==> src/design/msstt_pkg.sv <==
`timescale 1ns / 1ps
// ----------------------------------------------------------------------------
// msstt_pkg
// Shared constants, codes and control structs of the timer table.
// ----------------------------------------------------------------------------
package msstt_pkg;

   // Table geometry.
   localparam int SLOTS     = 32;
   localparam int FIRES     = 8;
   localparam int IDX_W     = (SLOTS > 1) ? $clog2(SLOTS) : 1;
   localparam int CNT_W     = $clog2(SLOTS + 1);
   localparam int LIVE_W    = $clog2(SLOTS + 1);
   localparam int FIRE_W    = $clog2(FIRES + 1);

   // Field widths.
   localparam int DELAY_W   = 27;
   localparam int ID_W      = 32;
   localparam int TIME_W    = 64;
   localparam int DCNT_W    = $clog2(TIME_W);

   // Delay limits in milliseconds.
   localparam logic [DELAY_W-1:0] MIN_DELAY = DELAY_W'(5);
   localparam logic [DELAY_W-1:0] MAX_DELAY = DELAY_W'(24 * 60 * 60 * 1000);

   // Request types.
   localparam logic [1:0] REQ_CREATE  = 2'd0;
   localparam logic [1:0] REQ_CANCEL  = 2'd1;
   localparam logic [1:0] REQ_QUERY   = 2'd2;
   localparam logic [1:0] REQ_PROCESS = 2'd3;

   // Result status codes.
   localparam logic [1:0] ST_OK       = 2'd0;
   localparam logic [1:0] ST_DELAY    = 2'd1;
   localparam logic [1:0] ST_FULL     = 2'd2;
   localparam logic [1:0] ST_NOTACT   = 2'd3;

   // Response selections loaded into the result register.
   localparam logic [2:0] RSP_BAD       = 3'd0;
   localparam logic [2:0] RSP_FULL      = 3'd1;
   localparam logic [2:0] RSP_CREATE_OK = 3'd2;
   localparam logic [2:0] RSP_CANCEL    = 3'd3;
   localparam logic [2:0] RSP_QUERY     = 3'd4;
   localparam logic [2:0] RSP_NOFIRE    = 3'd5;
   localparam logic [2:0] RSP_PEND_MID  = 3'd6;
   localparam logic [2:0] RSP_PEND_LAST = 3'd7;

   // Commands from the controller to the datapath.
   typedef struct packed {
      logic       capture;
      logic       scan_start;
      logic       scan_step;
      logic       clear_done;
      logic       create_write;
      logic       cancel_clear;
      logic       oneshot_clear;
      logic       done_set;
      logic       div_start;
      logic       div_step;
      logic       adv_write;
      logic       pend_push;
      logic       rsp_load;
      logic [2:0] rsp_sel;
   } cmd_type;

   // Status from the datapath to the controller.
   typedef struct packed {
      logic [1:0] req_type;
      logic       delay_bad;
      logic       table_full;
      logic       scan_end;
      logic       found;
      logic       best_periodic;
      logic       div_end;
      logic       pend_vld;
      logic       fire_last;
      logic       rsp_taken;
   } stat_type;

endpackage

==> src/design/msstt_ctrl.sv <==
`timescale 1ns / 1ps
// ----------------------------------------------------------------------------
// msstt_ctrl
// Controller state machine: sequences scans, updates, the remainder unit
// and result beats of the timer table.
// ----------------------------------------------------------------------------
module msstt_ctrl (
   input  logic               clock,
   input  logic               reset,
   input  logic               req_valid,
   output logic               req_stall,
   input  msstt_pkg::stat_type stat,
   output msstt_pkg::cmd_type  cmd
);

   localparam logic [3:0] S_IDLE   = 4'd0;
   localparam logic [3:0] S_DECODE = 4'd1;
   localparam logic [3:0] S_SCAN   = 4'd2;
   localparam logic [3:0] S_APPLY  = 4'd3;
   localparam logic [3:0] S_DIV    = 4'd4;
   localparam logic [3:0] S_ADV    = 4'd5;
   localparam logic [3:0] S_FNEXT  = 4'd6;
   localparam logic [3:0] S_FLAST  = 4'd7;
   localparam logic [3:0] S_RESP   = 4'd8;

   logic [3:0] state_ff, state_in;
   logic [3:0] ret_ff, ret_in;

   // The input side is open only while nothing is in progress.
   assign req_stall = (state_ff != S_IDLE);

   // Next state and command decode.
   always_comb begin
      state_in = state_ff;
      ret_in   = ret_ff;
      cmd      = '0;
      case (state_ff)
         S_IDLE: begin
            if (req_valid) begin
               cmd.capture = 1'b1;
               state_in    = S_DECODE;
            end
         end
         S_DECODE: begin
            case (stat.req_type)
               msstt_pkg::REQ_CREATE: begin
                  if (stat.delay_bad) begin
                     cmd.rsp_load = 1'b1;
                     cmd.rsp_sel  = msstt_pkg::RSP_BAD;
                     ret_in       = S_IDLE;
                     state_in     = S_RESP;
                  end else if (stat.table_full) begin
                     cmd.rsp_load = 1'b1;
                     cmd.rsp_sel  = msstt_pkg::RSP_FULL;
                     ret_in       = S_IDLE;
                     state_in     = S_RESP;
                  end else begin
                     cmd.scan_start = 1'b1;
                     state_in       = S_SCAN;
                  end
               end
               msstt_pkg::REQ_PROCESS: begin
                  cmd.clear_done = 1'b1;
                  cmd.scan_start = 1'b1;
                  state_in       = S_SCAN;
               end
               default: begin
                  cmd.scan_start = 1'b1;
                  state_in       = S_SCAN;
               end
            endcase
         end
         S_SCAN: begin
            cmd.scan_step = 1'b1;
            if (stat.scan_end) begin
               state_in = S_APPLY;
            end
         end
         S_APPLY: begin
            ret_in = S_IDLE;
            case (stat.req_type)
               msstt_pkg::REQ_CREATE: begin
                  cmd.rsp_load = 1'b1;
                  if (stat.found) begin
                     cmd.create_write = 1'b1;
                     cmd.rsp_sel      = msstt_pkg::RSP_CREATE_OK;
                  end else begin
                     cmd.rsp_sel = msstt_pkg::RSP_FULL;
                  end
                  state_in = S_RESP;
               end
               msstt_pkg::REQ_CANCEL: begin
                  cmd.cancel_clear = stat.found;
                  cmd.rsp_load     = 1'b1;
                  cmd.rsp_sel      = msstt_pkg::RSP_CANCEL;
                  state_in         = S_RESP;
               end
               msstt_pkg::REQ_QUERY: begin
                  cmd.rsp_load = 1'b1;
                  cmd.rsp_sel  = msstt_pkg::RSP_QUERY;
                  state_in     = S_RESP;
               end
               default: begin
                  if (!stat.found) begin
                     cmd.rsp_load = 1'b1;
                     cmd.rsp_sel  = stat.pend_vld ? msstt_pkg::RSP_PEND_LAST
                                                  : msstt_pkg::RSP_NOFIRE;
                     state_in     = S_RESP;
                  end else begin
                     cmd.done_set = 1'b1;
                     if (stat.best_periodic) begin
                        cmd.div_start = 1'b1;
                        state_in      = S_DIV;
                     end else begin
                        cmd.oneshot_clear = 1'b1;
                        state_in          = S_FNEXT;
                     end
                  end
               end
            endcase
         end
         S_DIV: begin
            cmd.div_step = 1'b1;
            if (stat.div_end) begin
               state_in = S_ADV;
            end
         end
         S_ADV: begin
            cmd.adv_write = 1'b1;
            state_in      = S_FNEXT;
         end
         S_FNEXT: begin
            // A held firing goes out first; it is not the last one.
            if (stat.pend_vld) begin
               cmd.rsp_load = 1'b1;
               cmd.rsp_sel  = msstt_pkg::RSP_PEND_MID;
               ret_in       = S_FNEXT;
               state_in     = S_RESP;
            end else begin
               cmd.pend_push = 1'b1;
               if (stat.fire_last) begin
                  state_in = S_FLAST;
               end else begin
                  cmd.scan_start = 1'b1;
                  state_in       = S_SCAN;
               end
            end
         end
         S_FLAST: begin
            cmd.rsp_load = 1'b1;
            cmd.rsp_sel  = msstt_pkg::RSP_PEND_LAST;
            ret_in       = S_IDLE;
            state_in     = S_RESP;
         end
         S_RESP: begin
            if (stat.rsp_taken) begin
               state_in = ret_ff;
            end
         end
         default: begin
            state_in = S_IDLE;
         end
      endcase
   end

   // State registers.
   always_ff @(posedge clock) begin
      if (reset) begin
         state_ff <= S_IDLE;
         ret_ff   <= S_IDLE;
      end else begin
         state_ff <= state_in;
         ret_ff   <= ret_in;
      end
   end

endmodule

==> config.mk <==
export PLATFORM = sky130hd
export DESIGN_NAME = msstt_ctrl
export DESIGN_NICKNAME = d
export VERILOG_FILES = /design/src/design/msstt_pkg.sv /design/src/design/msstt_ctrl.sv
export SDC_FILE = /design/constraint.sdc
export NUM_CORES = 1
export LEC_CHECK = 0
export BUFFER_PORTS_ARGS = -buffer_cell sky130_fd_sc_hd__buf_2
export CAP_MARGIN = 10
export CELL_PAD_IN_SITES_DETAIL_PLACEMENT = 2
export CELL_PAD_IN_SITES_GLOBAL_PLACEMENT = 2
export CORE_MARGIN = 2
export CORE_UTILIZATION = 23
export DETAILED_ROUTE_END_ITERATION = 7
export GPL_TIMING_DRIVEN = 1
export PLACE_DENSITY_LB_ADDON = 0.1
export SLEW_MARGIN = 10
export SYNTH_ARGS = -nofsm -noshare
export SYNTH_HDL_FRONTEND = slang
export SYNTH_SLANG_ARGS = --single-unit
==> constraint.sdc <==
create_clock -name clock -period 1.65 [get_ports clock]
set_clock_uncertainty 0.2 [all_clocks]
set_input_delay 0.0825 -clock clock [delete_from_list [all_inputs] [get_ports clock]]
set_output_delay 0.0825 -clock clock [all_outputs]
set_load 0.005 [all_outputs]
# Word level (Yosys, flattened, before mapping)

Index checks and enable logic that the tools add are counted.

Register bits: 8
Word-level logic and storage cells: 78
Output and inout bits: 17

Eq/ne operators: 18
Multiplexer cells: 50
Reduce and logical (&&, ||, !) cells: 8

Operator list:

| cell                                                   | count |
|---|---|
| 2-to-1 mux 4 bit                                       | 19 |
| case mux 4 bit (9 select lines)                        | 1 |
| case mux 4 bit (3 select lines)                        | 2 |
| 2-to-1 mux 1 bit                                       | 19 |
| == test 4 x 3 -> 1 bit (second input constant)         | 4 |
| case mux 4 bit (4 select lines)                        | 1 |
| inequality test 2 bit (second input constant)          | 5 |
| 2-to-1 mux 3 bit                                       | 3 |
| == test 4 x 2 -> 1 bit (second input constant)         | 2 |
| AND reduction 4 bit                                    | 2 |
| 2-to-1 mux 2 bit                                       | 3 |
| 2-to-1 mux 5 bit                                       | 1 |
| == test 2 bit (second input constant)                  | 2 |
| == test 4 x 1 -> 1 bit (second input constant)         | 1 |
| == test 4 bit (second input constant)                  | 1 |
| logical NOT 4 bit                                      | 1 |
| nonzero test 4 bit                                     | 1 |
| inequality test 3 bit (second input constant)          | 1 |
| nonzero test 3 bit                                     | 1 |
| OR reduction 3 bit                                     | 1 |
| == test 2 x 1 -> 1 bit (second input constant)         | 1 |
| logical NOT 2 bit                                      | 1 |
| inequality test 2 x 1 -> 1 bit (second input constant) | 1 |
| case mux 1 bit (2 select lines)                        | 1 |
| OR reduction 2 bit                                     | 1 |

# Depth between registers and ports, before layout

Gate-level depths: netlist of run 1.

Depth in word-level cells: 4
Depth in mapped cells: 6

# Least setup slack after synthesis of run 1

OpenSTA, ideal clock, no wires.

Path type: register -> output
Start: register state_ff[2]
End: output port cmd[14] in the netlist's numbering
Path buffers: 2
Setup slack: 0.209 ns
Arrival time: 1.159 ns
Stages on the path, launching flop included: 5
Cells stage by stage: dfxtp_1 > buf_4 > buf_2 > or4_1 > o21ai_0

RTL lines:

| element                | line              | RTL |
|---|---|---|
| from (decl)            | msstt_ctrl.sv:26  | `logic [3:0] state_ff, state_in;` |
| from (signal assigned) | msstt_ctrl.sv:172 | `state_ff <= state_in;` |
| to (decl)              | msstt_ctrl.sv:13  | `output msstt_pkg::cmd_type cmd` |

==> metrics.yaml, run 1 <==
status: "finished, violations left"
violations: "setup timing"
cts_tree: "yes"
ant_nets: 0
drtIter0Drc: 20
rr_endpoint: "state_ff[1]"
p_int_uw: 382
grt_pass1_vias: 988
row_count: 19
overflow: 0
r2r_cells: 5
maxCapViolations: 0
fillerInstances: 323
netlist_area_um2: 634
htreeDepth: 1
syn_nets: 103
hold_path_class: "primary input to flip-flop"
core_um2: 2690
vias: 947
gp_congestion: 0.827
hp-start: "stat[2]"
ys_top_cells_by_area: "dfxtp_1 (16%), o21ai_0 (5.5%), a21oi_1 (4.7%), nand2_1 (4.7%), nor2_1 (4.7%)"
ys_seq_area_frac: 0.158
hold_path_end: "ret_ff[1]"
dr.pass1.iters: 4
syn_avg_cell_area_um2: 7.13
clk_pin_slew_ns: 0.05
synth.top_cell.area_share: 0.158
post-dp-hpwl_mm: 2.25
worstSetupPathType: "flip-flop to output port"
slew_violations: 0
r2r-start: "state_ff[3]"
reg2reg_slack_ns: 0.03
grt_pass1_wl_mm: 5.01
slowest_stage: "or4_4"
final_cell_area_um2: 1210
die_x_um: 56.5
leakage_nw: 0.563
routed_wl_mm: 3.50
io_buffers: 30
grtUsageTotal: 0.208
synth-edff-count: 0
initial_core_util: 0.236
syn_inst: 89
pwr-share-comb: 0.507
final-setup-viol-count: 7
root_buffer: "clkbuf_4"
power_frac_seq: 0.235
swShare: 0.384
clockBufferDepth: 2
synthArstFlopShare: 0
grt_max_degree: 12
numCtsBuffers: 3
cts_sinks: 5
cp.arrival_ns: 1.46
wl_per_cell_um: 19.9
viasPerCell: 5.38
synth.top_cells.by_count: "nand2_1 (8), nor2_1 (8), inv_1 (7), o21ai_0 (7), a21oi_1 (6)"
holdWs_ns: 0.0890
cp-end-kind: "output port"
synth_cell_type_count: 39
rsz0062_at_grt: "true"
hold_path_depth: 3
clk_latency_ns: 0.26
clkPwrFrac: 0.258
layout.nets: 160
ys.flop_type: "dfxtp_1"
critPathLaunchType: "flip-flop"
p_per_area_nw_per_um2: 510
n_antenna_cell: 0
period_minus_slack_ns: 1.74
ys_ff_latch: 5
drive_above_1_share: 0.586
finalWorstSetupSlack_ns: -0.0897
ios: 31
max-slew-margin-rel: 0.739
worstPathRequired_ns: 1.37
drc: 0
crit_fanout: 4
fp.dieH_um: 56.5
hold_viol_final: 0
slowest_delay_ns: 0.51
peakVddDrop_v: 0.000286
fp.dieArea_um2: 3190
ys_warn_count: 0
place_area_um2: 906
synth_top_cell_by_area: "dfxtp_1"
path_buf_inv: 1
synthToLayoutAreaGrowth_pct: 91.5
antenna_found_initial: 0
finalCritPeriodShare: 1.05
path_cells: "nand2b_4 -> or4_4 -> o21ai_1 -> buf_2"
max_freq_mhz: 575
p_switching_uw: 238
crit_family: "simple AND/OR/NAND/NOR gates"
worst_pin_slew_ns: 0.386
==> power by group through the flow <==
stage,clock (mW),combinational [mW],sequential (mW)
after floorplan,0,0.117,0.138
after global placement,0,0.206,0.146
after detailed placement,0,0.212,0.147
after CTS,0.160,0.278,0.145
after global routing,0.168,0.336,0.147
final,0.160,0.314,0.146
==> metal layers <==
layer | up-vias | routed length, um | global-route usage
met2 | 32 | 1830 | 0.377
met1 | 459 | 1450 | 0.241
met5 | - | 0 | 0
met4 | 0 | 95 | 0.0850
met3 | 8 | 118 | 0.0300
li1 | 448 | - | -
==> cells in the final DEF (no fill, tap or decap), drive strengths merged <==
master,n
buf,55
nand2,8
nor2,8
inv,7
o21ai,7
a21oi,6
nor3,6
dfxtp,5
dlygate4sd3,4
clkbuf,4
nor4,3
and3,2
a211o,2
a22o,2
nand2b,2
or4,2
or3,2
nor4b,2
a2bb2oi,2
and4bb,1
and2,1
o21a,1
a21boi,1
o41ai,1
nand3,1
mux2i,1
and4b,1
a41oi,1
nand4bb,1
o311ai,1
nand3b,1
nor3b,1
a31oi,1
o31ai,1
o311a,1
==> sequential cells by signal (all words and copies together), names as in the netlist <==
signal and cells:
ret_ff 1, state_ff 4
==> what timing repair did <==
item,in CTS,in global routing
setup endpoints to repair,21,17
hold endpoints to repair,5,0
gates resized for setup,28,13
hold buffers,4,0
cloned,0,0
pin swaps,4,6
setup buffers,6,2
==> final cells by class <==
| cell class | count | area, um^2 | area share |
|---|---|---|---|
| repair buffers | 59 | 414 | 0.341 |
| flip-flops and latches | 5 | 113 | 0.0927 |
| well taps | 31 | 38.8 | 0.0319 |
| multi-input cells | 70 | 594 | 0.489 |
| inverters | 7 | 28.8 | 0.0237 |
| clock buffers | 4 | 26.3 | 0.0216 |
==> worst register-to-register path: stages (launching register included) <==
cell and delay, ns:
dfxtp_2 0.33, buf_4 0.19, nor3b_1 0.20, a31oi_1 0.06, o31ai_1 0.34, o311a_1 0.23
==> through the flow <==
| step | setup slack, ns | setup TNS [ns] | instances | util | power [mW] |
|---|---|---|---|---|---|
| after global routing | -0.138 | -0.970 | 176 | 0.452 | 0.651 |
| after detailed placement | -0.121 | -0.579 | 160 | 0.337 | 0.359 |
| final | -0.0897 | -0.291 | 176 | 0.452 | 0.620 |
| after floorplan | 0.209 | 0 | 89 | - | 0.255 |
| after CTS | -0.0925 | -0.239 | 174 | 0.420 | 0.583 |
| after global placement | -0.0686 | -0.248 | 160 | 0.337 | 0.352 |
==> how the worst max path moves through the flow <==
stage | start | endpoint | slack, ns | depth (start not counted)
CTS | state_ff[3] | cmd[14] | -0.09 | 4
global route | state_ff[3] | cmd[14] | -0.14 | 4
detailed placement | state_ff[2] | state_ff[3] | -0.12 | 4
finish | state_ff[3] | cmd[14] | -0.09 | 4
floorplan | state_ff[2] | cmd[14] | 0.21 | 4
global placement | state_ff[2] | cmd[3] | -0.07 | 4
==> cell families (layout without fill, tap and decap cells) <==
kind of cell,after synthesis,after routing,synth area share
compound gates,27,27,0.310
buf+inv,14,70,0.112
flops,5,5,0.158
mux,1,1,0.0158
simple gates,42,42,0.404
Note: power is estimated with default switching activity, not from simulation.
==> inputs of run 2 (changes only) <==
--- a/constraint.sdc
+++ b/constraint.sdc
@@ -3,3 +3,3 @@
 set_input_delay 0.0825 -clock clock [delete_from_list [all_inputs] [get_ports clock]]
 set_output_delay 0.0825 -clock clock [all_outputs]
-set_load 0.005 [all_outputs]
+set_load 0.02 [all_outputs]
==> metrics.yaml, run 2 (synthesis gave the netlist of run 1 again) <==
slowest_stage: "o41ai_4"  # was or4_4
top_regs: "state_ff (4), ret_ff (1)"  # unchanged
peakVddDrop_v: 0.000475  # was 0.000286 V
final_cell_mix: "buf_4 (29), buf_2 (16), buf_6 (14)"  # was buf_2 (30), buf_4 (20), nand2_1 (7)
cts_tree: "yes"  # unchanged
row_count: 19  # unchanged
violations: "setup timing"  # unchanged
grt_pass1_wl_mm: 5.38  # was 5.01 mm
max-slew-margin-rel: 0.735  # was 0.739
fp.dieArea_um2: 3190  # unchanged
io_buffers: 30  # unchanged
worst_pin_slew_ns: 0.392  # was 0.386 ns
drive_above_1_share: 0.651  # was 0.586
synthToLayoutAreaGrowth_pct: 111  # was 91.5%
pre_cts_slack_ns: -0.0562  # was -0.121 ns
cp-end-kind: "output port"  # unchanged
layout_commonest_cell: "buf_4"  # was buf_2
root_buffer: "clkbuf_4"  # unchanged
final-setup-viol-count: 10  # was 7
n_antenna_cell: 0  # unchanged
dr.pass1.iters: 3  # was 4
tns_ns: -0.774  # was -0.291 ns
period_minus_slack_ns: 1.84  # was 1.74 ns
finish.utilization: 0.498  # was 0.452
path_cells: "nand2b_4 -> buf_4 -> o41ai_4 -> buf_4"  # was nand2b_4 -> or4_4 -> o21ai_1 -> buf_2
routed_wl_mm: 3.73  # was 3.50 mm
clk_pin_slew_ns: 0.05  # about the same
worstPathRequired_ns: 1.37  # about the same
slowest_delay_ns: 0.38  # was 0.51 ns
maxCapViolations: 0  # unchanged
viasPerCell: 5.38  # about the same
initial_core_util: 0.236  # unchanged
holdWs_ns: 0.119  # was 0.0890 ns
die_x_um: 56.5  # unchanged
grtUsageTotal: 0.219  # was 0.208
hold_path_class: "primary input to flip-flop"  # unchanged
rsz0062_at_grt: "true"  # unchanged
gp_congestion: 0.740  # was 0.827
drc: 0  # unchanged
max_freq_mhz: 545  # was 575 MHz
worstSetupPathType: "flip-flop to output port"  # unchanged
power.total_uw: 702  # was 620 uW
wl_per_cell_um: 20.7  # was 19.9 um
crit_fanout: 6  # was 4
ant_nets: 0  # unchanged
antenna_found_initial: 0  # unchanged
htreeDepth: 1  # unchanged
fillerInstances: 300  # was 323
largest_register: "state_ff"  # unchanged
grt_pass1_vias: 1028  # was 988
numCtsBuffers: 3  # unchanged
leakage_nw: 0.599  # was 0.563 nW
hold_viol_final: 0  # unchanged
overflow: 0  # unchanged
ios: 31  # unchanged
drtIter0Drc: 30  # was 20
largest_reg_flops: 4  # unchanged
cts_sinks: 5  # unchanged
slew_violations: 0  # unchanged
status: "finished, violations left"  # unchanged
critPathLaunchType: "flip-flop"  # unchanged
cp.arrival_ns: 1.55  # was 1.46 ns
clk_latency_ns: 0.27  # was 0.26 ns
finalCritPeriodShare: 1.11  # was 1.05
finalWorstSetupSlack_ns: -0.185  # was -0.0897 ns
post-dp-hpwl_mm: 2.31  # was 2.25 mm
clockBufferDepth: 2  # unchanged
p_per_area_nw_per_um2: 524  # was 510 nW/um^2
vias: 969  # was 947
layout.nets: 164  # was 160
core_um2: 2690  # unchanged
path_common_cell: "buf_4"
grt_max_degree: 12  # unchanged
fp.dieH_um: 56.5  # unchanged
run 2: cell types whose count changed in the layout (fill, tap and decap cells not counted), moves of 2 or more:
cell	previous run	this run
buf_2	30	16
buf_4	20	29
buf_12	2	0
buf_6	3	14
o21ai_0	2	4
and3_1	2	0
and3_4	0	2
run 2: per-layer routing:
layer,share of wire,vias up,track usage,routed length [um]
met2,0.52,27,0.377,1960
met5,0,-,0,0
met1,0.43,485,0.283,1620
met3,0.034,3,0.0553,126
met4,0.0064,0,0.0272,24
li1,-,454,-,-
run 2: where the power goes:
part           internal, mW  total, mW  leakage (nW)  switching [mW]
clock                0.0928      0.165        0.0150          0.0719
sequential            0.128      0.149        0.0433          0.0201
combinational         0.193      0.388         0.541           0.196
run 2: area by class of cell:
type / instances / area, um^2 / area share
Timing Repair Buffer: 63 / 495 / 0.370
Inverter: 7 / 26.3 / 0.0196
Sequential cell: 5 / 113 / 0.0841
Tap cell: 31 / 38.8 / 0.0290
Clock buffer: 4 / 26.3 / 0.0196
Multi-Input combinational cell: 70 / 639 / 0.478
run 2: stage by stage:
stage / cells / cell area (um^2)
after floorplan: 89 / 662
after global placement: 161 / 941
after detailed placement: 161 / 941
after CTS: 172 / 1190
after global routing: 180 / 1340
final: 180 / 1340
run 2: path summary, 6_finish.rpt:
check	end	start	slack (ns)	cells after the start
worst max-delay path	cmd[3]	state_ff[3]	-0.19	4
worst min-delay path	state_ff[0]	stat[2]	0.12	4
worst max register to register	state_ff[0]	state_ff[2]	-0.01	5
worst min register to register	ret_ff[1]	ret_ff[1]	0.44	2
run 2: timing repair:
| item | in CTS | in global routing |
|---|---|---|
| gates resized for setup | 48 | 20 |
| hold buffers | 4 | 0 |
| pin swaps | 9 | 8 |
| buffers inserted | 3 | 8 |
| setup endpoints to repair | 20 | 20 |
| hold endpoints to repair | 5 | 0 |
run 2: critical path: cells and delay by family (launching register included):
kind / cells / cell delay [ns]
compound gates: 1 / 0.38
buf+inv: 2 / 0.37
flops: 1 / 0.36
simple gates: 1 / 0.18
